File: src/design/ffea_pkg.sv
`timescale 1ns / 1ps

package ffea_pkg;

    localparam int MAP_ENTRIES_DEF = 64;
    localparam int UNIT_BITS_DEF   = 16;

    // operation codes
    localparam logic OP_ALLOC = 1'b0;
    localparam logic OP_FREE  = 1'b1;

    // result status codes
    localparam logic [1:0] STATUS_DONE       = 2'd0;
    localparam logic [1:0] STATUS_NO_FIT     = 2'd1;
    localparam logic [1:0] STATUS_TABLE_FULL = 2'd2;

    typedef enum logic [3:0] {
        S_IDLE,
        S_ARD,
        S_ACHK,
        S_DRD,
        S_DWR,
        S_FRD,
        S_FCHK,
        S_FDEC,
        S_URD,
        S_UWR,
        S_UINS,
        S_RESP
    } t_state;

    typedef struct packed {
        logic [15:0] base;
        logic [1:0]  status;
    } t_result;

endpackage

File: src/design/ffea_ram.sv
`timescale 1ns / 1ps

module ffea_ram #(
    parameter int WIDTH = 32,
    parameter int DEPTH = 64,
    localparam int AW   = $clog2(DEPTH)
) (
    input  logic             i_clk,
    input  logic             i_we,
    input  logic [AW-1:0]    i_waddr,
    input  logic [WIDTH-1:0] i_wdata,
    input  logic [AW-1:0]    i_raddr,
    output logic [WIDTH-1:0] o_rdata
);

    logic [WIDTH-1:0] r_mem [DEPTH];
    logic [WIDTH-1:0] r_rdata;

    always_ff @(posedge i_clk) begin
        if (i_we) begin
            r_mem[i_waddr] <= i_wdata;
        end
        r_rdata <= r_mem[i_raddr];
    end

    assign o_rdata = r_rdata;

endmodule

File: src/design/ffea_engine.sv
`timescale 1ns / 1ps

module ffea_engine #(
    parameter int MAP_ENTRIES = ffea_pkg::MAP_ENTRIES_DEF,
    parameter int UNIT_BITS   = ffea_pkg::UNIT_BITS_DEF,
    localparam int IW         = $clog2(MAP_ENTRIES),
    localparam int CW         = $clog2(MAP_ENTRIES + 1),
    localparam int UW         = UNIT_BITS,
    localparam int RW         = 2 * UNIT_BITS
) (
    input  logic              i_clk,
    input  logic              i_rst_n,
    // request side
    input  logic              i_s_tvalid,
    output logic              o_s_tready,
    input  logic              i_operation,
    input  logic [15:0]       i_request_size,
    input  logic [15:0]       i_block_base,
    // result side
    output logic              o_res_valid,
    input  logic              i_res_ready,
    output ffea_pkg::t_result o_res,
    // extent table memory
    output logic              o_we,
    output logic [IW-1:0]     o_waddr,
    output logic [RW-1:0]     o_wdata,
    output logic [IW-1:0]     o_raddr,
    input  logic [RW-1:0]     i_rdata
);

    localparam logic [CW-1:0] FULL_CNT  = CW'(MAP_ENTRIES);
    localparam logic [UW:0]   SPACE_TOP = {1'b1, {UW{1'b0}}};

    ffea_pkg::t_state r_state, n_state;
    logic [CW-1:0] r_count, n_count;
    logic [CW-1:0] r_k, n_k;
    logic [CW-1:0] r_j, n_j;
    logic [UW-1:0] r_size, n_size;
    logic [UW-1:0] r_a, n_a;
    logic [UW-1:0] r_prev_base, n_prev_base;
    logic [UW-1:0] r_prev_len, n_prev_len;
    logic [UW-1:0] r_cur_base, n_cur_base;
    logic [UW-1:0] r_cur_len, n_cur_len;
    logic [15:0]   r_res_base, n_res_base;
    logic [1:0]    r_res_status, n_res_status;

    logic [UW-1:0] rd_base, rd_len;
    logic [UW-1:0] in_size, in_a, clip_size;
    logic [UW:0]   in_end, prev_end, prev_grow, free_end;
    logic [UW+1:0] total;
    logic          below, above;
    logic [CW-1:0] k_inc, k_dec, j_inc, j_dec;

    assign rd_base = i_rdata[UW-1:0];
    assign rd_len  = i_rdata[RW-1:UW];

    // inputs cut to the unit width, free clipped at the top of the space
    assign in_size   = UW'(i_request_size);
    assign in_a      = UW'(i_block_base);
    assign in_end    = {1'b0, in_a} + {1'b0, in_size};
    assign clip_size = (in_end > SPACE_TOP) ? UW'(SPACE_TOP - {1'b0, in_a}) : in_size;

    // merge decision for a free
    assign prev_end  = {1'b0, r_prev_base} + {1'b0, r_prev_len};
    assign prev_grow = {1'b0, r_prev_len} + {1'b0, r_size};
    assign free_end  = {1'b0, r_a} + {1'b0, r_size};
    assign below     = (r_k != '0) && (prev_end == {1'b0, r_a}) && !prev_grow[UW];
    assign total     = {2'b00, r_size} + {2'b00, r_cur_len}
                     + (below ? {2'b00, r_prev_len} : {(UW + 2){1'b0}});
    assign above     = (r_k < r_count) && (free_end == {1'b0, r_cur_base})
                     && (total[UW+1:UW] == 2'b00);

    assign k_inc = r_k + CW'(1);
    assign k_dec = r_k - CW'(1);
    assign j_inc = r_j + CW'(1);
    assign j_dec = r_j - CW'(1);

    always_comb begin
        n_state      = r_state;
        n_count      = r_count;
        n_k          = r_k;
        n_j          = r_j;
        n_size       = r_size;
        n_a          = r_a;
        n_prev_base  = r_prev_base;
        n_prev_len   = r_prev_len;
        n_cur_base   = r_cur_base;
        n_cur_len    = r_cur_len;
        n_res_base   = r_res_base;
        n_res_status = r_res_status;
        o_s_tready   = 1'b0;
        o_res_valid  = 1'b0;
        o_we         = 1'b0;
        o_waddr      = r_k[IW-1:0];
        o_wdata      = '0;
        o_raddr      = r_k[IW-1:0];

        unique case (r_state)
            ffea_pkg::S_IDLE: begin
                o_s_tready = 1'b1;
                if (i_s_tvalid) begin
                    n_a          = in_a;
                    n_k          = '0;
                    n_res_base   = '0;
                    n_res_status = ffea_pkg::STATUS_DONE;
                    if (i_operation == ffea_pkg::OP_ALLOC) begin
                        n_size = in_size;
                        if (r_count == '0) begin
                            n_res_status = ffea_pkg::STATUS_NO_FIT;
                            n_state      = ffea_pkg::S_RESP;
                        end else begin
                            n_state = ffea_pkg::S_ARD;
                        end
                    end else begin
                        n_size = clip_size;
                        if (in_size == '0) begin
                            n_state = ffea_pkg::S_RESP;
                        end else if (r_count == '0) begin
                            n_state = ffea_pkg::S_FDEC;
                        end else begin
                            n_state = ffea_pkg::S_FRD;
                        end
                    end
                end
            end
            ffea_pkg::S_ARD: begin
                n_state = ffea_pkg::S_ACHK;
            end
            ffea_pkg::S_ACHK: begin
                if (rd_len >= r_size) begin
                    n_res_base = 16'(rd_base);
                    if (rd_len == r_size) begin
                        n_j = r_k;
                        if (k_inc < r_count) begin
                            n_state = ffea_pkg::S_DRD;
                        end else begin
                            n_count = r_count - CW'(1);
                            n_state = ffea_pkg::S_RESP;
                        end
                    end else begin
                        o_we    = 1'b1;
                        o_waddr = r_k[IW-1:0];
                        o_wdata = {rd_len - r_size, rd_base + r_size};
                        n_state = ffea_pkg::S_RESP;
                    end
                end else begin
                    n_k = k_inc;
                    if (k_inc == r_count) begin
                        n_res_status = ffea_pkg::STATUS_NO_FIT;
                        n_state      = ffea_pkg::S_RESP;
                    end else begin
                        n_state = ffea_pkg::S_ARD;
                    end
                end
            end
            ffea_pkg::S_DRD: begin
                o_raddr = j_inc[IW-1:0];
                n_state = ffea_pkg::S_DWR;
            end
            ffea_pkg::S_DWR: begin
                o_we    = 1'b1;
                o_waddr = r_j[IW-1:0];
                o_wdata = i_rdata;
                n_j     = j_inc;
                if (r_j + CW'(2) < r_count) begin
                    n_state = ffea_pkg::S_DRD;
                end else begin
                    n_count = r_count - CW'(1);
                    n_state = ffea_pkg::S_RESP;
                end
            end
            ffea_pkg::S_FRD: begin
                n_state = ffea_pkg::S_FCHK;
            end
            ffea_pkg::S_FCHK: begin
                if (rd_base <= r_a) begin
                    n_prev_base = rd_base;
                    n_prev_len  = rd_len;
                    n_k         = k_inc;
                    n_state     = (k_inc == r_count) ? ffea_pkg::S_FDEC : ffea_pkg::S_FRD;
                end else begin
                    n_cur_base = rd_base;
                    n_cur_len  = rd_len;
                    n_state    = ffea_pkg::S_FDEC;
                end
            end
            ffea_pkg::S_FDEC: begin
                priority if (below && above) begin
                    o_we    = 1'b1;
                    o_waddr = k_dec[IW-1:0];
                    o_wdata = {total[UW-1:0], r_prev_base};
                    n_j     = r_k;
                    if (k_inc < r_count) begin
                        n_state = ffea_pkg::S_DRD;
                    end else begin
                        n_count = r_count - CW'(1);
                        n_state = ffea_pkg::S_RESP;
                    end
                end else if (below) begin
                    o_we    = 1'b1;
                    o_waddr = k_dec[IW-1:0];
                    o_wdata = {prev_grow[UW-1:0], r_prev_base};
                    n_state = ffea_pkg::S_RESP;
                end else if (above) begin
                    o_we    = 1'b1;
                    o_waddr = r_k[IW-1:0];
                    o_wdata = {total[UW-1:0], r_a};
                    n_state = ffea_pkg::S_RESP;
                end else if (r_count >= FULL_CNT) begin
                    n_res_status = ffea_pkg::STATUS_TABLE_FULL;
                    n_state      = ffea_pkg::S_RESP;
                end else if (r_count > r_k) begin
                    n_j     = r_count;
                    n_state = ffea_pkg::S_URD;
                end else begin
                    o_we    = 1'b1;
                    o_waddr = r_k[IW-1:0];
                    o_wdata = {r_size, r_a};
                    n_count = r_count + CW'(1);
                    n_state = ffea_pkg::S_RESP;
                end
            end
            ffea_pkg::S_URD: begin
                o_raddr = j_dec[IW-1:0];
                n_state = ffea_pkg::S_UWR;
            end
            ffea_pkg::S_UWR: begin
                o_we    = 1'b1;
                o_waddr = r_j[IW-1:0];
                o_wdata = i_rdata;
                n_j     = j_dec;
                n_state = (j_dec > r_k) ? ffea_pkg::S_URD : ffea_pkg::S_UINS;
            end
            ffea_pkg::S_UINS: begin
                o_we    = 1'b1;
                o_waddr = r_k[IW-1:0];
                o_wdata = {r_size, r_a};
                n_count = r_count + CW'(1);
                n_state = ffea_pkg::S_RESP;
            end
            ffea_pkg::S_RESP: begin
                o_res_valid = 1'b1;
                if (i_res_ready) begin
                    n_state = ffea_pkg::S_IDLE;
                end
            end
            default: begin
                n_state = ffea_pkg::S_IDLE;
            end
        endcase
    end

    always_ff @(posedge i_clk) begin
        if (!i_rst_n) begin
            r_state <= ffea_pkg::S_IDLE;
            r_count <= '0;
        end else begin
            r_state <= n_state;
            r_count <= n_count;
        end
    end

    always_ff @(posedge i_clk) begin
        r_k          <= n_k;
        r_j          <= n_j;
        r_size       <= n_size;
        r_a          <= n_a;
        r_prev_base  <= n_prev_base;
        r_prev_len   <= n_prev_len;
        r_cur_base   <= n_cur_base;
        r_cur_len    <= n_cur_len;
        r_res_base   <= n_res_base;
        r_res_status <= n_res_status;
    end

    assign o_res.base   = r_res_base;
    assign o_res.status = r_res_status;

endmodule

File: src/design/ffea_out_reg.sv
`timescale 1ns / 1ps

module ffea_out_reg (
    input  logic              i_clk,
    input  logic              i_rst_n,
    input  logic              i_res_valid,
    output logic              o_res_ready,
    input  ffea_pkg::t_result i_res,
    output logic              o_m_tvalid,
    input  logic              i_m_tready,
    output ffea_pkg::t_result o_res
);

    logic              r_valid;
    ffea_pkg::t_result r_res;

    assign o_res_ready = !r_valid || i_m_tready;

    always_ff @(posedge i_clk) begin
        if (!i_rst_n) begin
            r_valid <= 1'b0;
        end else if (i_res_valid && o_res_ready) begin
            r_valid <= 1'b1;
        end else if (i_m_tready) begin
            r_valid <= 1'b0;
        end
    end

    always_ff @(posedge i_clk) begin
        if (i_res_valid && o_res_ready) begin
            r_res <= i_res;
        end
    end

    assign o_m_tvalid = r_valid;
    assign o_res      = r_res;

endmodule

File: src/design/first_fit_extent_allocator.sv
`timescale 1ns / 1ps
// sequence: each table entry is read in a read and a check state and each entry moved
//   in a read and a write state, then the response state and the output register follow;
//   a free adds the merge decision state and, when entries move up, the insert state; an
//   empty-map allocate or a zero-size free goes straight to the response state
// throughput: one request at a time, set by the read-then-write loop around the single
//   extent table memory
// reset: synchronous, active low; clearing the fill count empties the map at once, so
//   there is no clearing pass and a request may be taken in the first cycle after reset

module first_fit_extent_allocator #(
    parameter int MAP_ENTRIES = ffea_pkg::MAP_ENTRIES_DEF,  // 4 .. 1024
    parameter int UNIT_BITS   = ffea_pkg::UNIT_BITS_DEF     // 8 .. 32
) (
    input  logic        i_clk,
    input  logic        i_rst_n,
    // request stream
    input  logic        i_s_tvalid,
    output logic        o_s_tready,
    input  logic [31:0] i_s_tdata,   // [15:0] request_size, [31:16] block_base
    input  logic [0:0]  i_s_tuser,   // [0] operation
    // result stream
    output logic        o_m_tvalid,
    input  logic        i_m_tready,
    output logic [15:0] o_m_tdata,   // [15:0] granted_base
    output logic [1:0]  o_m_tuser    // [1:0] status
);

    localparam int IW = $clog2(MAP_ENTRIES);
    localparam int RW = 2 * UNIT_BITS;

    // engine to output register
    logic              res_valid;
    logic              res_ready;
    ffea_pkg::t_result eng_res;
    ffea_pkg::t_result out_res;

    // extent table port, each word holds {length, base}
    logic          ram_we;
    logic [IW-1:0] ram_waddr;
    logic [RW-1:0] ram_wdata;
    logic [IW-1:0] ram_raddr;
    logic [RW-1:0] ram_rdata;

    // sequencer: scans, trims, merges and shifts the table one entry at a time
    ffea_engine #(
        .MAP_ENTRIES (MAP_ENTRIES),
        .UNIT_BITS   (UNIT_BITS)
    ) u_engine (
        .i_clk          (i_clk),
        .i_rst_n        (i_rst_n),
        .i_s_tvalid     (i_s_tvalid),
        .o_s_tready     (o_s_tready),
        .i_operation    (i_s_tuser[0]),
        .i_request_size (i_s_tdata[15:0]),
        .i_block_base   (i_s_tdata[31:16]),
        .o_res_valid    (res_valid),
        .i_res_ready    (res_ready),
        .o_res          (eng_res),
        .o_we           (ram_we),
        .o_waddr        (ram_waddr),
        .o_wdata        (ram_wdata),
        .o_raddr        (ram_raddr),
        .i_rdata        (ram_rdata)
    );

    // free-extent table, registered read
    ffea_ram #(
        .WIDTH (RW),
        .DEPTH (MAP_ENTRIES)
    ) u_table (
        .i_clk   (i_clk),
        .i_we    (ram_we),
        .i_waddr (ram_waddr),
        .i_wdata (ram_wdata),
        .i_raddr (ram_raddr),
        .o_rdata (ram_rdata)
    );

    // result holding stage, frees the engine while a transfer waits downstream
    ffea_out_reg u_out (
        .i_clk       (i_clk),
        .i_rst_n     (i_rst_n),
        .i_res_valid (res_valid),
        .o_res_ready (res_ready),
        .i_res       (eng_res),
        .o_m_tvalid  (o_m_tvalid),
        .i_m_tready  (i_m_tready),
        .o_res       (out_res)
    );

    assign o_m_tdata = out_res.base;
    assign o_m_tuser = out_res.status;

endmodule

File: config.mk
export PLATFORM = sky130hd
export DESIGN_NAME = first_fit_extent_allocator
export DESIGN_NICKNAME = d
export VERILOG_FILES = /design/src/design/ffea_pkg.sv /design/src/design/ffea_ram.sv /design/src/design/ffea_engine.sv /design/src/design/ffea_out_reg.sv /design/src/design/first_fit_extent_allocator.sv
export SDC_FILE = /design/constraint.sdc
export NUM_CORES = 2
export LEC_CHECK = 0
export BUFFER_PORTS_ARGS = -buffer_cell sky130_fd_sc_hd__buf_2
export CAP_MARGIN = 20
export CORE_MARGIN = 2
export CORE_UTILIZATION = 40
export DETAILED_ROUTE_END_ITERATION = 8
export SLEW_MARGIN = 25
export SYNTH_ARGS = -nofsm -noshare
export SYNTH_HDL_FRONTEND = slang
export SYNTH_HIERARCHICAL = 1
export SYNTH_SLANG_ARGS = --single-unit
File: constraint.sdc
create_clock -name i_clk -period 20.5 [get_ports i_clk]
set_input_delay 4.1 -clock i_clk [delete_from_list [all_inputs] [get_ports i_clk]]
set_output_delay 4.1 -clock i_clk [all_outputs]
set_load 0.005 [all_outputs]
# ---- After elaboration in Yosys (flattened, before gate mapping)
# Memory sizes are Yosys's and may differ from the RTL's. A register that Yosys moved wholly into a read port is not among the register bits.
# Cells that the tools add are included.
dict set report op_classes {
  muxes 84
  n_reduce_logical 31
  bitwise 1
  n_eq_ne 32
  add_sub_neg 16
  magnitude_cmp 9
}
# cell n
set op_table {}
lappend op_table {{2-to-1 mux 32 bit} 7}
lappend op_table {{2-to-1 mux 7 bit} 19}
lappend op_table {{case mux 32 bit (4 select lines)} 1}
lappend op_table {{adder 16 x 16 -> 17 bit} 5}
lappend op_table {{2-to-1 mux 16 bit} 5}
lappend op_table {{2-to-1 mux 4 bit} 15}
lappend op_table {{case mux 7 bit (4 select lines)} 2}
lappend op_table {{case mux 4 bit (12 select lines)} 1}
lappend op_table {{== test 17 x 16 -> 1 bit} 2}
lappend op_table {{case mux 16 bit (2 select lines)} 1}
lappend op_table {{2-to-1 mux 2 bit} 12}
lappend op_table {{case mux 6 bit (2 select lines)} 2}
lappend op_table {{adder 7 x 1 -> 7 bit (second input constant)} 3}
lappend op_table {{< comparator 7 bit} 3}
lappend op_table {{case mux 7 bit (3 select lines)} 1}
lappend op_table {{adder 18 bit} 1}
lappend op_table {{> comparator 17 bit (second input constant)} 1}
lappend op_table {{adder 16 bit} 1}
lappend op_table {{== test 16 bit} 1}
lappend op_table {{== test 4 x 3 -> 1 bit (second input constant)} 4}
lappend op_table {{== test 4 bit (second input constant)} 4}
lappend op_table {{greater-or-equal comparator 16 bit} 1}
lappend op_table {{less-or-equal comparator 16 bit} 1}
lappend op_table {{logical NOT 16 bit} 1}
lappend op_table {{37 further kinds} 79}
dict set report totals {
  output_inout_bits 20
  ff_bits 158
  word_cells 189
  ramBits 2048
  memories 1
  input_bits 37
}
# name words width rd rd_ports_with_merged_regs write_ports line_no
set memory_table {}
lappend memory_table {u_table.r_mem 64 32 1 1 1 ffea_ram.sv:16} ;# logic [WIDTH-1:0] r_mem [DEPTH];

# ---- Depth between registers and ports, before layout
dict set report depth {
  word_depth 14
  mapped_depth 32
  ltp_nobuf 27
}

# ---- Hierarchy
# The synthesis kept the hierarchy.
# module n_inst seq_area_each_um2 area_per_inst_um2 cells_per_inst
set by_module_without_submodules {}
lappend by_module_without_submodules {ffea_ram 1 62139.6 79039.6 3511}
lappend by_module_without_submodules {ffea_engine 1 4063.9 14635.3 1632}
lappend by_module_without_submodules {ffea_out_reg 1 560.5 598.1 23}

# ---- Worst setup path before layout
# Ideal clock, no wire load.
dict set report synth_path {
  path_type {register to register}
  from {register u_engine.r_prev_len[0]}
  to {memory u_table.r_mem[0][24] (data pin)}
  t_arrival_ns 9.606
  setup_slack_ns 10.175
  n_path_buf 3
  stages_incl_launch_ff 27
  required_ns 19.781
  period_less_slack_ns 10.325
  cell_sequence {edfxtp_1 > ha_1 > inv_1 > fa_1 > xor2_1 > nand3_1 > a2111oi_4 > nand4_1 > or4_1 > or4b_4 > nor3_2 > clkbuf_1 > clkbuf_1 > nand2_1 > fa_1 > inv_1 > ha_1 > a211o_1 > a311oi_1 > and4_1 > nand4_1 > or4_1 > or4_1 > nor4_2 > clkbuf_1 > a211oi_1 > o31ai_1}
}
dict set report synth_between {
  elab_chain_len 12
  elab_cells_between_ends 15
  cone_classes {3 x add/sub; 1 x eq/ne; 5 x mux; 6 x reduce/logical}
}
# item line_no
set synth_rtl {}
lappend synth_rtl {{from (decl)} ffea_engine.sv:41} ;# logic [UW-1:0] r_prev_len, n_prev_len;
lappend synth_rtl {{from (signal assigned)} ffea_engine.sv:269} ;# r_prev_len <= n_prev_len;
lappend synth_rtl {{adder 16 x 16 -> 17 bit} ffea_engine.sv:64} ;# assign prev_end = {1'b0, r_prev_base} + {1'b0, r_prev_len};
lappend synth_rtl {{== test 17 x 16 -> 1 bit} ffea_engine.sv:67} ;# assign below = (r_k != '0) && (prev_end == {1'b0, r_a}) && !prev_grow[UW];
lappend synth_rtl {{logical AND 1 bit (2 in series)} ffea_engine.sv:67}
lappend synth_rtl {{2-to-1 mux 16 bit} ffea_engine.sv:69} ;# + (below ? {2'b00, r_prev_len} : {(UW + 2){1'b0}});
lappend synth_rtl {{adder 18 bit} ffea_engine.sv:69}
lappend synth_rtl {{logical NOT 2 bit} ffea_engine.sv:71} ;# && (total[UW+1:UW] == 2'b00);
lappend synth_rtl {{logical AND 1 bit} ffea_engine.sv:71}
lappend synth_rtl {{2-to-1 mux 32 bit} ffea_engine.sv:204} ;# end else if (above) begin
lappend synth_rtl {{2-to-1 mux 32 bit} ffea_engine.sv:199} ;# end else if (below) begin
lappend synth_rtl {{2-to-1 mux 32 bit *} ffea_engine.sv:188} ;# priority if (below && above) begin
lappend synth_rtl {{case mux 32 bit (4 select lines) *} ffea_engine.sv:98} ;# unique case (r_state)
lappend synth_rtl {{named net ram_wdata[24]} first_fit_extent_allocator.sv:41} ;# logic [RW-1:0] ram_wdata;
lappend synth_rtl {{to (decl)} ffea_ram.sv:16}
# Mark *: on every way through the listed nets, which the timed path passes. The rest lies on a longest branch.

# ---- Worst setup path in the final report
dict set report layout_path {
  from {register u_engine.r_prev_len[0]}
  to {memory u_table.r_mem[50][19] (data pin)}
}
# The elaborated chain is that of the path after synthesis.

==> flow_metrics.py <==
metrics = {
    "power": {
        "p_leak_uw": 0.0353,
        "power.density_nw_per_um2": 176,
        "ir_drop_mv": 0.261,
    },
    "critical_path": {
        "startpoint_type": "flip-flop",
        "worstSetupPathType": "reg2reg",
        "crit_fanout": 40,
        "cp.required_ns": 21.09,
        "end_kind": "flip-flop",
        "crit_arrival_ns": 9.93,
    },
    "yosys": {
        "synth_flop_cell": "edfxtp_1",
        "yosys_warnings": 6,
        "synth-edff-count": 2194,
        "synth_fp_nets": 5390,
        "async_reset_ff_share_pct": 0,
        "synth_seq_area_share_pct": 70.8,
        "synth-seq-cells": 2238,
        "syn_area_um2": 94300,
        "syn_inst": 5166,
        "yosysUniqueCellTypes": 93,
        "syn_area_per_cell_um2": 18.2,
    },
    "run": {
        "cap_viol_max_count": 0,
    },
    "sta": {
        "rsz0062_at_grt": "no",
        "skew_ns": 0.0937,
        "setup_viol": 0,
        "max_slew.worst_pin.slew_ns": 1.13,
        "min_period_over_period_pct": 45.6,
        "final-hold-violation-count": 0,
        "finalMaxSlewViolations": 0,
        "max-slew-margin-rel_pct": 24.9,
        "max_clock_freq_mhz": 107,
        "min_period_ns": 9.35,
        "setup_tns_ns": 0,
    },
    "layout": {
        "fillers": 19900,
        "multi_input_area_um2": 26500,
        "fin_nets": 5584,
        "area_growth_pct": 14.6,
        "layout_commonest_cell": "edfxtp_1",
        "final_cell_mix": "edfxtp_1 (2194), mux4_2 (446), clkbuf_16 (219)",
        "design_area_um2": 108000,
        "register_area_um2": 66800,
        "drive_gt1_share_pct": 21.5,
    },
    "clocking": {
        "numCtsBuffers": 219,
        "tritoncts": "built",
        "cts_resized": 0,
        "cts_buffer_depth": 3,
        "cts_hold_buf": 0,
        "cts_setup_buffers": 0,
        "path_clk_slew_ns": 0.06,
        "clkSinkCount": 2238,
        "clk_latency_ns": 0.90,
        "htree_num_levels": 4,
        "ctsRootBufferMaster": "clkbuf_16",
    },
    "global_route": {
        "track_usage_pct": 22.5,
        "grt_max_degree": 92,
        "grt_pass1_vias": 50400,
        "grt-ovfl-total": 0,
        "grt_pass1_wl_um": 382000,
        "grt_antenna_before_repair": 18,
    },
    "floorplanning": {
        "dieArea_um2": 240000,
        "die-width_um": 489,
        "num_rows": 178,
        "io_pins": 57,
        "core_area_um2": 235000,
        "start_util_pct": 40.2,
        "die_h_um": 489,
    },
    "placement": {
        "place_area_um2": 100000,
        "io_buffers": 56,
        "place_congestion": 0.888,
        "hpwl_um": 174000,
    },
    "detailed_routing": {
        "drtIter0Drc": 6973,
        "ant_nets": 0,
        "wl_per_cell_um": 31.2,
        "drt-vias-per-instance": 5.99,
        "drt_wl_total_um": 272000,
        "drcViolationCount": 0,
        "drt_pre_antenna_iters": 7,
        "vias": 52200,
    },
    "run_status": {
        "status": "finished clean",
    },
    "min_path": {
        "hp-class": "reg2reg",
    },
}
-- metrics by stage --
stage,std cells,hold slack (ns),util (%),total power [uW],setup WS [ns]
floorplan,5166,0.400,-,11300,10.18
global placement,8226,0.409,42.1,14700,10.97
detailed placement,8275,0.405,42.6,14800,11.10
CTS,8692,0.418,45.8,19000,11.04
global route,8708,0.422,46.0,19600,10.68
finish,8714,0.418,46.0,19000,11.15
-- routing by layer --
| layer | global-route usage, % | share of wire, % |
|---|---|---|
| met2 | 34.4 | 46 |
| met5 | 0 | 0 |
| met4 | 7.84 | 3.5 |
| met1 | 32.2 | 41 |
| met3 | 4.26 | 8.7 |
-- power breakdown --
| group | switching, uW | total, uW | internal (uW) |
|---|---|---|---|
| Combinational | 5810 | 8670 | 2860 |
| Sequential | 224 | 6170 | 5950 |
| Clock | 1780 | 4190 | 2410 |
| Total | 7810 | 19000 | 11200 |
-- worst paths after layout --
path	start	endpoint	slack, ns	depth (start not counted)
max	u_engine/r_prev_len[0]	u_table/r_mem[50][19]	11.15	25
min	u_engine/r_res_base[9]	u_out/o_res[11]	0.42	0
max reg2reg	u_engine/r_prev_len[0]	u_table/r_mem[50][19]	11.15	25
min reg2reg	u_engine/r_res_base[9]	u_out/o_res[11]	0.42	0
-- logic make-up after synthesis --
group / synth area share, %
and+or+nand+nor: 4.00
DFF: 70.8
buffers and inverters: 2.04
xor gates and xnor gates: 1.27
adders and majority gates: 2.67
AOI/OAI and AO/OA: 6.21
muxes: 13.0
-- area by class of cell --
type,instances,area share (%)
Clock buffer,263,5.31
Antenna cell,8,0.0185
Clock inverter,154,1.71
Tap cell,3150,3.65
Inverter,103,0.358
Timing Repair Buffer,235,2.63
Sequential cell,2238,61.8
Multi-Input combinational cell,2563,24.5
-- cells in the mapped netlist, types with 38 or more instances --
cell	number	area share, %
mux4_2	446	11
xnor2_1	83	0.77
o21ai_0	123	0.65
nor3_1	44	0.23
a22oi_1	141	1.1
mux2i_1	200	2.1
ha_1	164	2.2
buf_2	58	0.31
dfxtp_1	44	0.93
nor2_1	184	0.73
o22ai_1	57	0.38
nand2_1	150	0.60
edfxtp_1	2194	70
and3_1	38	0.25
inv_1	102	0.41
a21oi_1	131	0.70
nand3_1	103	0.55
a211oi_1	45	0.36
xor2_1	52	0.48
clkbuf_1	120	0.48
-- critical path: stages (launching register included) --
cell and delay, ns:
edfxtp_1 0.43, ha_1 0.23, inv_1 0.07, fa_1 0.43, xor2_1 0.22, nand3_1 0.15, a2111oi_4 0.28, nand4_1 0.15
or4_1 0.55, or4b_4 0.52, nor3_4 0.16, buf_4 0.42, and2_1 0.21, fa_1 0.44, ha_1 0.33, a211oi_1 0.38
o211ai_1 0.24, nand4_1 0.23, mux2i_1 0.42, o21ai_0 0.18, or4_1 0.59, nor4_4 0.26, buf_4 0.35, mux2_2 0.40
o21ai_4 0.70, buf_4 0.64
-- sequential cells by signal, indices dropped and copies added, names as in the netlist --
register / flops
u_engine/r_a: 16
u_table/o_rdata: 32
u_engine/r_cur_len: 16
u_engine/r_prev_len: 16
u_engine/r_res_status: 2
u_engine/r_count: 7
u_engine/r_state: 4
u_table/r_mem: 2048
u_out/o_m_tvalid: 1
u_engine/r_k: 7
u_engine/r_cur_base: 16
u_engine/r_size: 16
u_engine/r_prev_base: 16
u_engine/r_res_base: 16
u_engine/r_j: 7
u_out/o_res: 18
Power figures use the tool's default switching activity.
